--- config.mk ---
export PLATFORM = sky130hd
export DESIGN_NAME = pms_ctrl
export DESIGN_NICKNAME = d
export VERILOG_FILES = /design/src/rtl/pms_pkg.sv /design/src/rtl/pms_ctrl.sv
export VERILOG_INCLUDE_DIRS = /design/src /design/src/rtl
export SDC_FILE = /design/constraint.sdc
export NUM_CORES = 1
export LEC_CHECK = 0
export BUFFER_PORTS_ARGS = -buffer_cell sky130_fd_sc_hd__buf_4
export CORE_MARGIN = 5
export CORE_UTILIZATION = 56
export DETAILED_ROUTE_END_ITERATION = 8
export HOLD_SLACK_MARGIN = 0.02
export PLACE_DENSITY = 0.8
export SLEW_MARGIN = 40
export SYNTH_ARGS = -nofsm -noshare
export SYNTH_HDL_FRONTEND = slang
export SYNTH_SLANG_ARGS = --single-unit
--- constraint.sdc ---
create_clock -name clk_i -period 2.9 [get_ports clk_i]
set_input_delay 0.87 -clock clk_i [delete_from_list [all_inputs] [get_ports clk_i]]
set_output_delay 0.87 -clock clk_i [all_outputs]
set_load 0.05 [all_outputs]
--- src/rtl/assert_macros.svh ---
// shared assertion macros
`ifndef ASSERT_MACROS_SVH
`define ASSERT_MACROS_SVH

// property must hold at every clock edge outside reset
`define PMS_ASSERT(lbl, clk, rstn, prop) \
  lbl: assert property (@(posedge clk) disable iff (!rstn) prop) \
    else $error("pms property violated");

// condition must never be seen outside reset
`define PMS_NEVER(lbl, clk, rstn, expr) \
  lbl: assert property (@(posedge clk) disable iff (!rstn) !(expr)) \
    else $error("pms forbidden condition seen");

`endif

--- src/rtl/pms_pkg.sv ---
package pms_pkg;

  localparam int unsigned MAX_OBSTACLES = 16;

  // configuration register indexes
  localparam logic [2:0] CFG_TIME_STEP    = 3'd0;
  localparam logic [2:0] CFG_MASS         = 3'd1;
  localparam logic [2:0] CFG_DAMPING      = 3'd2;
  localparam logic [2:0] CFG_WORLD_WIDTH  = 3'd3;
  localparam logic [2:0] CFG_WORLD_HEIGHT = 3'd4;
  localparam logic [2:0] CFG_SLOTS        = 3'd5;

  // register reset values
  localparam logic [16:0] RST_TIME_STEP = 17'd3277;
  localparam logic [30:0] RST_MASS      = 31'd65536;
  localparam logic [30:0] RST_DAMPING   = 31'd65536;
  localparam logic [13:0] RST_WORLD     = 14'd100;
  localparam logic [4:0]  RST_SLOTS     = 5'd0;

  localparam logic [32:0] HALF_UNIT = 33'd32768;
  localparam logic signed [31:0] DEADZONE = 32'sd7;

  // datapath operations
  typedef enum logic [4:0] {
    OP_NONE,
    OP_LOAD,
    OP_START,
    OP_MUL_DAMP,
    OP_DIV_ACC,
    OP_TAKE_A,
    OP_MUL_ADT,
    OP_UPD_V,
    OP_MUL_VDT,
    OP_UPD_P,
    OP_RD,
    OP_GEOM,
    OP_ZERO,
    OP_SQ_X,
    OP_SQ_Y,
    OP_SQRT,
    OP_DIST,
    OP_HIT,
    OP_NX,
    OP_NY,
    OP_MUL_NXOV,
    OP_UPD_X,
    OP_UPD_Y,
    OP_VD1,
    OP_VD2,
    OP_VX,
    OP_VX2,
    OP_VY2,
    OP_DONE
  } pms_op_e;

  typedef struct packed {
    pms_op_e op;
    logic    comp;   // 0 = x component, 1 = y component
  } pms_cmd_t;

  typedef struct packed {
    logic div_done;
    logic sqrt_done;
    logic slot_end;
    logic active;
    logic zero_off;
    logic far;
    logic no_ovl;
    logic vdot_neg;
  } pms_stat_t;

  // saturate a wide signed value to 32 bits
  function automatic logic signed [31:0] sat32(input logic signed [67:0] v);
    logic fits;
    fits = (v[67:31] == {37{v[67]}});
    if (fits) begin
      sat32 = v[31:0];
    end else if (v[67]) begin
      sat32 = 32'sh8000_0000;
    end else begin
      sat32 = 32'sh7FFF_FFFF;
    end
  endfunction

endpackage

--- src/rtl/pms_ctrl.sv ---
`include "assert_macros.svh"

// sequencer for obstacle loads from idle and for one tick: velocity, position, then the obstacle walk
module pms_ctrl #(
  parameter int unsigned MAX_OBSTACLES = pms_pkg::MAX_OBSTACLES,
  parameter int unsigned SW = $clog2(MAX_OBSTACLES + 1)
) (
  input  logic               clk_i,
  input  logic               rst_ni,
  input  logic               start_i,
  input  logic               command_i,
  output logic               busy_o,
  output pms_pkg::pms_cmd_t  cmd_o,
  output logic [SW-1:0]      slot_o,
  input  pms_pkg::pms_stat_t st_i
);

  typedef enum logic [4:0] {
    S_IDLE, S_VMUL, S_VDIV, S_VWAIT, S_VMULA, S_VUPD,
    S_PMUL, S_PUPD,
    S_SCHK, S_SACT, S_STEST, S_SQY, S_SQRT, S_SWAIT, S_DTEST,
    S_NXW, S_NYW, S_M1, S_M2, S_M3, S_M4, S_M5, S_M6, S_M7, S_M8,
    S_OUT
  } state_e;

  state_e        state_q, state_d;
  logic          comp_q, comp_d;
  logic [SW-1:0] slot_q, slot_d;

  // next state and command decode
  always_comb begin
    state_d    = state_q;
    comp_d     = comp_q;
    slot_d     = slot_q;
    cmd_o.op   = pms_pkg::OP_NONE;
    cmd_o.comp = comp_q;
    case (state_q)
      S_IDLE: begin
        if (start_i) begin
          if (command_i) begin
            cmd_o.op = pms_pkg::OP_LOAD;
          end else begin
            cmd_o.op = pms_pkg::OP_START;
            comp_d   = 1'b0;
            state_d  = S_VMUL;
          end
        end
      end
      S_VMUL: begin
        cmd_o.op = pms_pkg::OP_MUL_DAMP;
        state_d  = S_VDIV;
      end
      S_VDIV: begin
        cmd_o.op = pms_pkg::OP_DIV_ACC;
        state_d  = S_VWAIT;
      end
      S_VWAIT: begin
        if (st_i.div_done) begin
          cmd_o.op = pms_pkg::OP_TAKE_A;
          state_d  = S_VMULA;
        end
      end
      S_VMULA: begin
        cmd_o.op = pms_pkg::OP_MUL_ADT;
        state_d  = S_VUPD;
      end
      S_VUPD: begin
        cmd_o.op = pms_pkg::OP_UPD_V;
        comp_d   = ~comp_q;
        state_d  = comp_q ? S_PMUL : S_VMUL;
      end
      S_PMUL: begin
        cmd_o.op = pms_pkg::OP_MUL_VDT;
        state_d  = S_PUPD;
      end
      S_PUPD: begin
        cmd_o.op = pms_pkg::OP_UPD_P;
        comp_d   = ~comp_q;
        slot_d   = '0;
        state_d  = comp_q ? S_SCHK : S_PMUL;
      end
      // obstacle walk
      S_SCHK: begin
        if (st_i.slot_end) begin
          state_d = S_OUT;
        end else begin
          cmd_o.op = pms_pkg::OP_RD;
          state_d  = S_SACT;
        end
      end
      S_SACT: begin
        if (st_i.active) begin
          cmd_o.op = pms_pkg::OP_GEOM;
          state_d  = S_STEST;
        end else begin
          slot_d  = slot_q + 1'b1;
          state_d = S_SCHK;
        end
      end
      S_STEST: begin
        if (st_i.zero_off) begin
          cmd_o.op = pms_pkg::OP_ZERO;
          slot_d   = slot_q + 1'b1;
          state_d  = S_SCHK;
        end else if (st_i.far) begin
          slot_d  = slot_q + 1'b1;
          state_d = S_SCHK;
        end else begin
          cmd_o.op = pms_pkg::OP_SQ_X;
          state_d  = S_SQY;
        end
      end
      S_SQY: begin
        cmd_o.op = pms_pkg::OP_SQ_Y;
        state_d  = S_SQRT;
      end
      S_SQRT: begin
        cmd_o.op = pms_pkg::OP_SQRT;
        state_d  = S_SWAIT;
      end
      S_SWAIT: begin
        if (st_i.sqrt_done) begin
          cmd_o.op = pms_pkg::OP_DIST;
          state_d  = S_DTEST;
        end
      end
      S_DTEST: begin
        if (st_i.no_ovl) begin
          slot_d  = slot_q + 1'b1;
          state_d = S_SCHK;
        end else begin
          cmd_o.op = pms_pkg::OP_HIT;
          state_d  = S_NXW;
        end
      end
      S_NXW: begin
        if (st_i.div_done) begin
          cmd_o.op = pms_pkg::OP_NX;
          state_d  = S_NYW;
        end
      end
      S_NYW: begin
        if (st_i.div_done) begin
          cmd_o.op = pms_pkg::OP_NY;
          state_d  = S_M1;
        end
      end
      S_M1: begin
        cmd_o.op = pms_pkg::OP_MUL_NXOV;
        state_d  = S_M2;
      end
      S_M2: begin
        cmd_o.op = pms_pkg::OP_UPD_X;
        state_d  = S_M3;
      end
      S_M3: begin
        cmd_o.op = pms_pkg::OP_UPD_Y;
        state_d  = S_M4;
      end
      S_M4: begin
        cmd_o.op = pms_pkg::OP_VD1;
        state_d  = S_M5;
      end
      S_M5: begin
        cmd_o.op = pms_pkg::OP_VD2;
        state_d  = S_M6;
      end
      S_M6: begin
        if (st_i.vdot_neg) begin
          cmd_o.op = pms_pkg::OP_VX;
          state_d  = S_M7;
        end else begin
          slot_d  = slot_q + 1'b1;
          state_d = S_SCHK;
        end
      end
      S_M7: begin
        cmd_o.op = pms_pkg::OP_VX2;
        state_d  = S_M8;
      end
      S_M8: begin
        cmd_o.op = pms_pkg::OP_VY2;
        slot_d   = slot_q + 1'b1;
        state_d  = S_SCHK;
      end
      S_OUT: begin
        cmd_o.op = pms_pkg::OP_DONE;
        state_d  = S_IDLE;
      end
      default: begin
        state_d = S_IDLE;
      end
    endcase
  end

  // state register
  always_ff @(posedge clk_i or negedge rst_ni) begin
    if (!rst_ni) begin
      state_q <= S_IDLE;
      comp_q  <= 1'b0;
      slot_q  <= '0;
    end else begin
      state_q <= state_d;
      comp_q  <= comp_d;
      slot_q  <= slot_d;
    end
  end

  assign busy_o = (state_q != S_IDLE);
  assign slot_o = slot_q;

  `PMS_ASSERT(a_tick_goes_busy, clk_i, rst_ni, (start_i && !busy_o && !command_i) |=> busy_o)
  `PMS_ASSERT(a_load_stays_idle, clk_i, rst_ni, (start_i && !busy_o && command_i) |=> !busy_o)
  `PMS_NEVER(a_take_needs_quotient, clk_i, rst_ni,
    (cmd_o.op == pms_pkg::OP_TAKE_A || cmd_o.op == pms_pkg::OP_NY) && !st_i.div_done)
  `PMS_NEVER(a_slot_in_range, clk_i, rst_ni, 32'(slot_q) > MAX_OBSTACLES)

endmodule

==> results.py, run 1 <==
metrics = {
    "status": {
        "status": "finished, final reports clean",
    },
    "sta": {
        "min_period_ps": 2838,
        "finalHoldViolations": 0,
        "final_max_slew_viol_count": 0,
        "finClkSkew_ps": 6.404,
        "slew_headroom_pct": 72.43,
        "worst_pin_slew_ps": 408.0,
        "tns_ps": 0,
        "whs_ps": 400.9,
        "max_freq_mhz": 352.4,
        "finalCritPeriodShare_pct": 97.86,
        "setup_viol": 0,
    },
    "floorplan": {
        "ios": 24,
        "dieArea_mm2": 0.003460,
        "start_util_pct": 59.21,
        "core_area_mm2": 0.002255,
        "die_w_um": 58.83,
        "rows": 17,
        "dieHeight_um": 58.83,
    },
    "setup_path": {
        "cp-end-kind": "output pin",
        "r2r-start": "state_q[0]$_DFFE_PN0P_",
        "worstPathArrival_ps": 1970,
        "regToRegSetupSlack_ps": 760,
        "critPathRequiredTime_ps": 2030,
        "cp_max_fo": 4,
        "start_kind": "input port",
        "crit_type": "input port to output pin",
        "critPathLaunch": "st_i[1]",
    },
    "cells_and_area": {
        "drive_gt1_share_pct": 30.70,
        "nets": 229,
        "synthToLayoutAreaGrowth_pct": 27.55,
        "stdcell_area_mm2": 0.001703,
        "fill_cells": 168,
        "final_util_pct": 75.53,
        "diodes": 0,
    },
    "synthesis": {
        "syn_inst": 182,
        "synth.top_cell.area_share_pct": 20.62,
        "syn_area_mm2": 0.001335,
        "synth_edf_count": 0,
        "ys_seq_area_share_pct": 20.62,
        "yosysMostFrequentCell": "nand2_1",
        "syn_avg_cell_area_um2": 7.335,
        "syn-num-nets": 195,
        "synth_area_leaders": "dfrtp_1 21%, a21oi_1 6.0%, o21ai_0 5.2%",
        "yosysTopAreaCell": "dfrtp_1",
        "ys.flop_type": "dfrtp_1",
        "ys_seq_elements": 11,
        "synthTopCellsByCount": "18 x nand2_1, 16 x a21oi_1, 14 x o21ai_0",
        "async_flop_share_pct": 100.0,
        "yosysWarnings": 0,
        "synth_cell_types": 55,
    },
    "power_and_ir_drop": {
        "clkPwrFrac_pct": 5.0,
        "p_int_mw": 0.9526,
        "p_sw_mw": 1.254,
        "switching_share_pct": 56.83,
        "power.density_mw_per_mm2": 1296,
        "seq_power_share_pct": 16.4,
        "combPwrFrac_pct": 78.6,
        "p_leak_nw": 0.6966,
        "power.total_mw": 2.207,
        "vdd_drop_max_v": 0.0008488,
    },
    "route": {
        "wl_per_cell_um": 17.69,
        "drc": 0,
        "viasPerCell": 6.638,
        "firstDrtPassIters": 5,
        "vias": 1613,
        "ant_nets": 0,
        "drt_wl_total_um": 4298,
        "drt-initial-drc-count": 119,
    },
    "clock_tree": {
        "clk_latency_ps": 280,
        "clk_pin_slew_ps": 70,
        "htree_levels": 1,
        "numCtsBuffers": 3,
        "root_buffer": "clkbuf_4",
        "cts_sinks": 11,
        "ctsHoldBuffers": 0,
        "cts_buffer_depth": 2,
        "cts_tree": "built",
    },
    "hold_path": {
        "hold_path_class": "input port to asynchronous set/reset pin",
    },
    "placed_design": {
        "gp_congestion": 1.046,
        "dp_hpwl_um": 3121,
        "place_area_mm2": 0.001585,
        "port_buffers": 23,
    },
    "global_routing": {
        "gr-usage-all-layers_pct": 26.17,
        "grt-ovfl-total": 0,
        "antenna_found_initial": 0,
        "grt_max_degree": 20,
        "grt_pass1_vias": 1483,
        "grt_pass1_wl_um": 6955,
    },
    "job": {
        "drv_cap": 0,
    },
}
## placed cells by master (no fill, tap or decap), types with 3 or more instances in the layout
cell type  synthesis  routed
inv_1              4       3
buf_4              2      46
nand2b_1           6       6
a21oi_1           16      16
nor3_1             3       3
o211ai_1           3       3
o21ai_0           14      13
or3_1              3       3
and2_1             4       4
nor2_1            13      12
nand2_1           18      18
nand3_1           10      10
dfrtp_1           11       8
clkbuf_4           0       3
o22ai_1            3       3
nor2b_1            7       7
a22oi_1            3       3
xnor2_1            3       3
## state kept, by name (all words and copies together), names as in the netlist
register	flops
state_q	5
comp_q	1
slot_o	5
## metal layers
layer | routed length [um] | track usage (%) | vias to the layer above | share of wire [%]
met5 | 0 | 0 | - | 0
met3 | 511 | 6.798 | 15 | 12
met4 | 91 | 8.738 | 0 | 2.1
met2 | 1939 | 38.33 | 111 | 45
li1 | - | - | 746 | -
met1 | 1755 | 37.00 | 741 | 41
## layout make-up
class                           count  area, um2  area share, %
Multi-Input combinational cell    150      997.2          58.56
Timing Repair Buffer               46      345.3          20.28
Sequential cell                    11      284.0          16.68
Tap cell                           28      35.03          2.057
Clock buffer                        4      26.28          1.543
Inverter                            4      15.01         0.8817
## metrics by stage
step	cells	setup slack, ps
3_3_place_gp	232	52.62
3_5_place_dp	232	49.17
4_1_cts	236	12.01
2_1_floorplan	182	26.90
5_1_grt	243	-3.115
6_report	243	61.97
## repair_timing
item	4_1_cts	5_1_grt
resized for setup	2	12
setup endpoints to repair	5	5
setup buffers	0	7
## worst max-delay path, stage by stage
cell and delay, ps:
buf_4 130, nor4bb_1 400, a32oi_2 120, nand2_1 80, a21oi_1 40, o211ai_1 100, buf_4 230
## power groups by stage
stage / clock network (mW) / registers [mW] / logic, mW
after floorplan: 0 / 0.368 / 1.13
after global placement: 0 / 0.359 / 1.55
after detailed placement: 0 / 0.363 / 1.58
after CTS: 0.112 / 0.362 / 1.58
after global routing: 0.125 / 0.373 / 1.86
final: 0.110 / 0.362 / 1.73
## cells by family after synthesis
logic type      after synthesis  share of synthesized area [%]
buf+inv                      21                          7.872
xor+xnor                      4                          2.625
mux                           3                          2.437
compound gates               64                          33.37
fa+ha+maj                     1                         0.9371
flops                        11                          20.62
simple gates                 78                          32.15
## final timing paths
check,endpoint,cells after the start
worst max-delay path,cmd_o[1],7
worst min-delay path,slot_o[2]$_DFFE_PN0P_,1
worst max register to register,state_q[2]$_DFFE_PN0P_,7
worst min register to register,slot_o[4]$_DFFE_PN0P_,2
max in group asynchronous,state_q[1]$_DFFE_PN0P_,1
min in group clk_i,slot_o[4]$_DFFE_PN0P_,2
Power figures use the tool's default switching activity.
==> inputs of run 2 (changes only) <==
- CORE_UTILIZATION: 56 -> 60
- CTS_BUF_LIST: not set -> sky130_fd_sc_hd__clkbuf_2 sky130_fd_sc_hd__clkbuf_4 sky130_fd_sc_hd__clkbuf_8
- PLACE_DENSITY: 0.8 -> 0.85
- clock period: 2.9 -> 3.4 ns (I/O delays scaled with it)
==> run 2 against run 1 <==
- setup slack better by 55 ps
- non-clock buffer count decreased by 15
- cell count fell by 6.2%
- flip-flop and latch count is the same
- via count fell by 2.7%
- critical path depth fell by 1
- clock power is 12% lower
- total power shrank 23%
- clock skew increased by 1.4 ps
- sequential share of layout area is 1.4 points higher
- clock-buffer cell count is the same
==> results.py, run 2 (synthesis gave the netlist of run 1 again) <==
metrics = {
    "clock_tree": {
        "cts_tree": "built",
        "root_buffer": "clkbuf_4",
        "clk_latency_ps": 270,
        "cts_buffer_depth": 2,
        "numCtsBuffers": 3,
        "clk_pin_slew_ps": 70,
        "htree_levels": 1,
        "cts_sinks": 11,
        "ctsHoldBuffers": 0,
    },
    "floorplan": {
        "die_w_um": 57.17,
        "core_area_mm2": 0.002170,
        "rows": 17,
        "ios": 24,
        "dieHeight_um": 57.17,
        "dieArea_mm2": 0.003268,
        "start_util_pct": 61.53,
    },
    "cells_and_area": {
        "nets": 214,
        "drive_gt1_share_pct": 23.50,
        "layout.cells.most_common": "buf_4",
        "synthToLayoutAreaGrowth_pct": 15.84,
        "diodes": 0,
        "final_cell_mix": "31 x buf_4, 18 x nand2_1, 16 x a21oi_1",
    },
    "setup_path": {
        "slowest_stage": "nor4b_1",
        "worstPathArrival_ps": 2260,
        "regToRegSetupSlack_ps": 1150,
        "cp_max_fo": 2,
        "cp-end-kind": "output pin",
        "r2r-start": "state_q[0]$_DFFE_PN0P_",
        "crit_type": "input port to output pin",
        "start_kind": "input port",
        "critPathRequiredTime_ps": 2380,
        "worst-r2r-cell-count": 5,
        "slowest_delay_ps": 440,
        "r2r-end": "state_q[0]$_DFFE_PN0P_",
        "cp_common_cell": "buf_4",
        "crit_chain": "buf_4 > nor4b_1 > a22oi_2 > a21boi_1 > o211ai_1 > buf_4",
    },
    "sta": {
        "max_freq_mhz": 304.6,
        "setup_viol": 0,
        "final_max_slew_viol_count": 0,
        "finalCritPeriodShare_pct": 96.56,
        "finalHoldViolations": 0,
        "rsz0062_at_grt": "no",
        "finClkSkew_ps": 7.828,
        "tns_ps": 0,
        "slew_headroom_pct": 52.39,
        "worst_pin_slew_ps": 714.1,
        "fin_ws_ps": 116.9,
        "whs_ps": 562.5,
        "min_period_ps": 3283,
    },
    "route": {
        "ant_nets": 0,
        "viasPerCell": 6.886,
        "vias": 1570,
        "firstDrtPassIters": 7,
        "drt_wl_total_um": 3911,
        "drt-initial-drc-count": 86,
        "wl_per_cell_um": 17.15,
        "drc": 0,
    },
    "power_and_ir_drop": {
        "p_leak_nw": 0.6167,
        "vdd_drop_max_v": 0.0007196,
        "power.total_mw": 1.702,
        "power.density_mw_per_mm2": 1101,
    },
    "placed_design": {
        "port_buffers": 23,
        "gp_congestion": 0.9195,
        "dp_hpwl_um": 2905,
        "place_ws_ps": 113.4,
    },
    "status": {
        "status": "finished, final reports clean",
    },
    "hold_path": {
        "hold_path_class": "input port to asynchronous set/reset pin",
    },
    "job": {
        "drv_cap": 0,
    },
    "global_routing": {
        "antenna_found_initial": 0,
        "grt_pass1_wl_um": 6458,
        "grt-ovfl-total": 0,
        "grt_max_degree": 29,
        "grt_pass1_vias": 1399,
        "gr-usage-all-layers_pct": 24.48,
    },
}
[run 2: changes by cell type in the layout (fill, tap and decap cells not counted), sizes merged]
cell	delta
buf	-15
[run 2: layout make-up]
type | count | area, um2
multi-input cells | 150 | 954.7
well taps | 28 | 35.03
clock buffers | 4 | 30.03
fillers | 188 | 623.1
flip-flops and latches | 11 | 279.0
inverters | 4 | 15.01
repair buffers | 31 | 232.7
[run 2: layer usage]
metal	track usage [%]	wire, um	vias to the layer above
met5	0	0	-
met4	12.25	124	0
met3	2.489	379	19
met2	39.80	1928	117
met1	32.14	1479	717
li1	-	-	717
[run 2: worst max-delay path by stage]
stage                                      start  endpoint  cells past startpoint
after floorplan                          st_i[7]  cmd_o[1]                      5
after global placement                   st_i[2]  cmd_o[1]                      6
after detailed placement                 st_i[2]  cmd_o[1]                      6
after CTS                 state_q[1]$_DFFE_PN0P_  cmd_o[1]                      5
after global routing                     st_i[2]  cmd_o[1]                      6
final                                    st_i[2]  cmd_o[1]                      6
[run 2: repair_timing]
action | in CTS | in global routing
gates resized for setup | 0 | 3
endpoints found under the setup margin | 0 | 4
setup buffers | 0 | 0
[run 2: critical path: cells and delay by family]
kind | cells | cell delay [ps]
simple gates | 1 | 440
buf+inv | 2 | 340
compound gates | 3 | 460
[run 2: where the power goes]
| group | switching, mW | internal, mW | leakage, nW |
|---|---|---|---|
| Sequential | 0.177 | 0.189 | 0.135 |
| Combinational | 0.775 | 0.464 | 0.463 |
| Clock | 0.0435 | 0.0535 | 0.0184 |
| Total | 0.996 | 0.707 | 0.617 |
[run 2: metrics by stage]
stage | utilization [%] | instance area [um2] | instances
finish | 71.28 | 1546 | 228
floorplan | - | 1335 | 182
CTS | 71.11 | 1543 | 228
global placement | 69.72 | 1513 | 224
global route | 71.28 | 1546 | 228
detailed placement | 69.72 | 1513 | 224
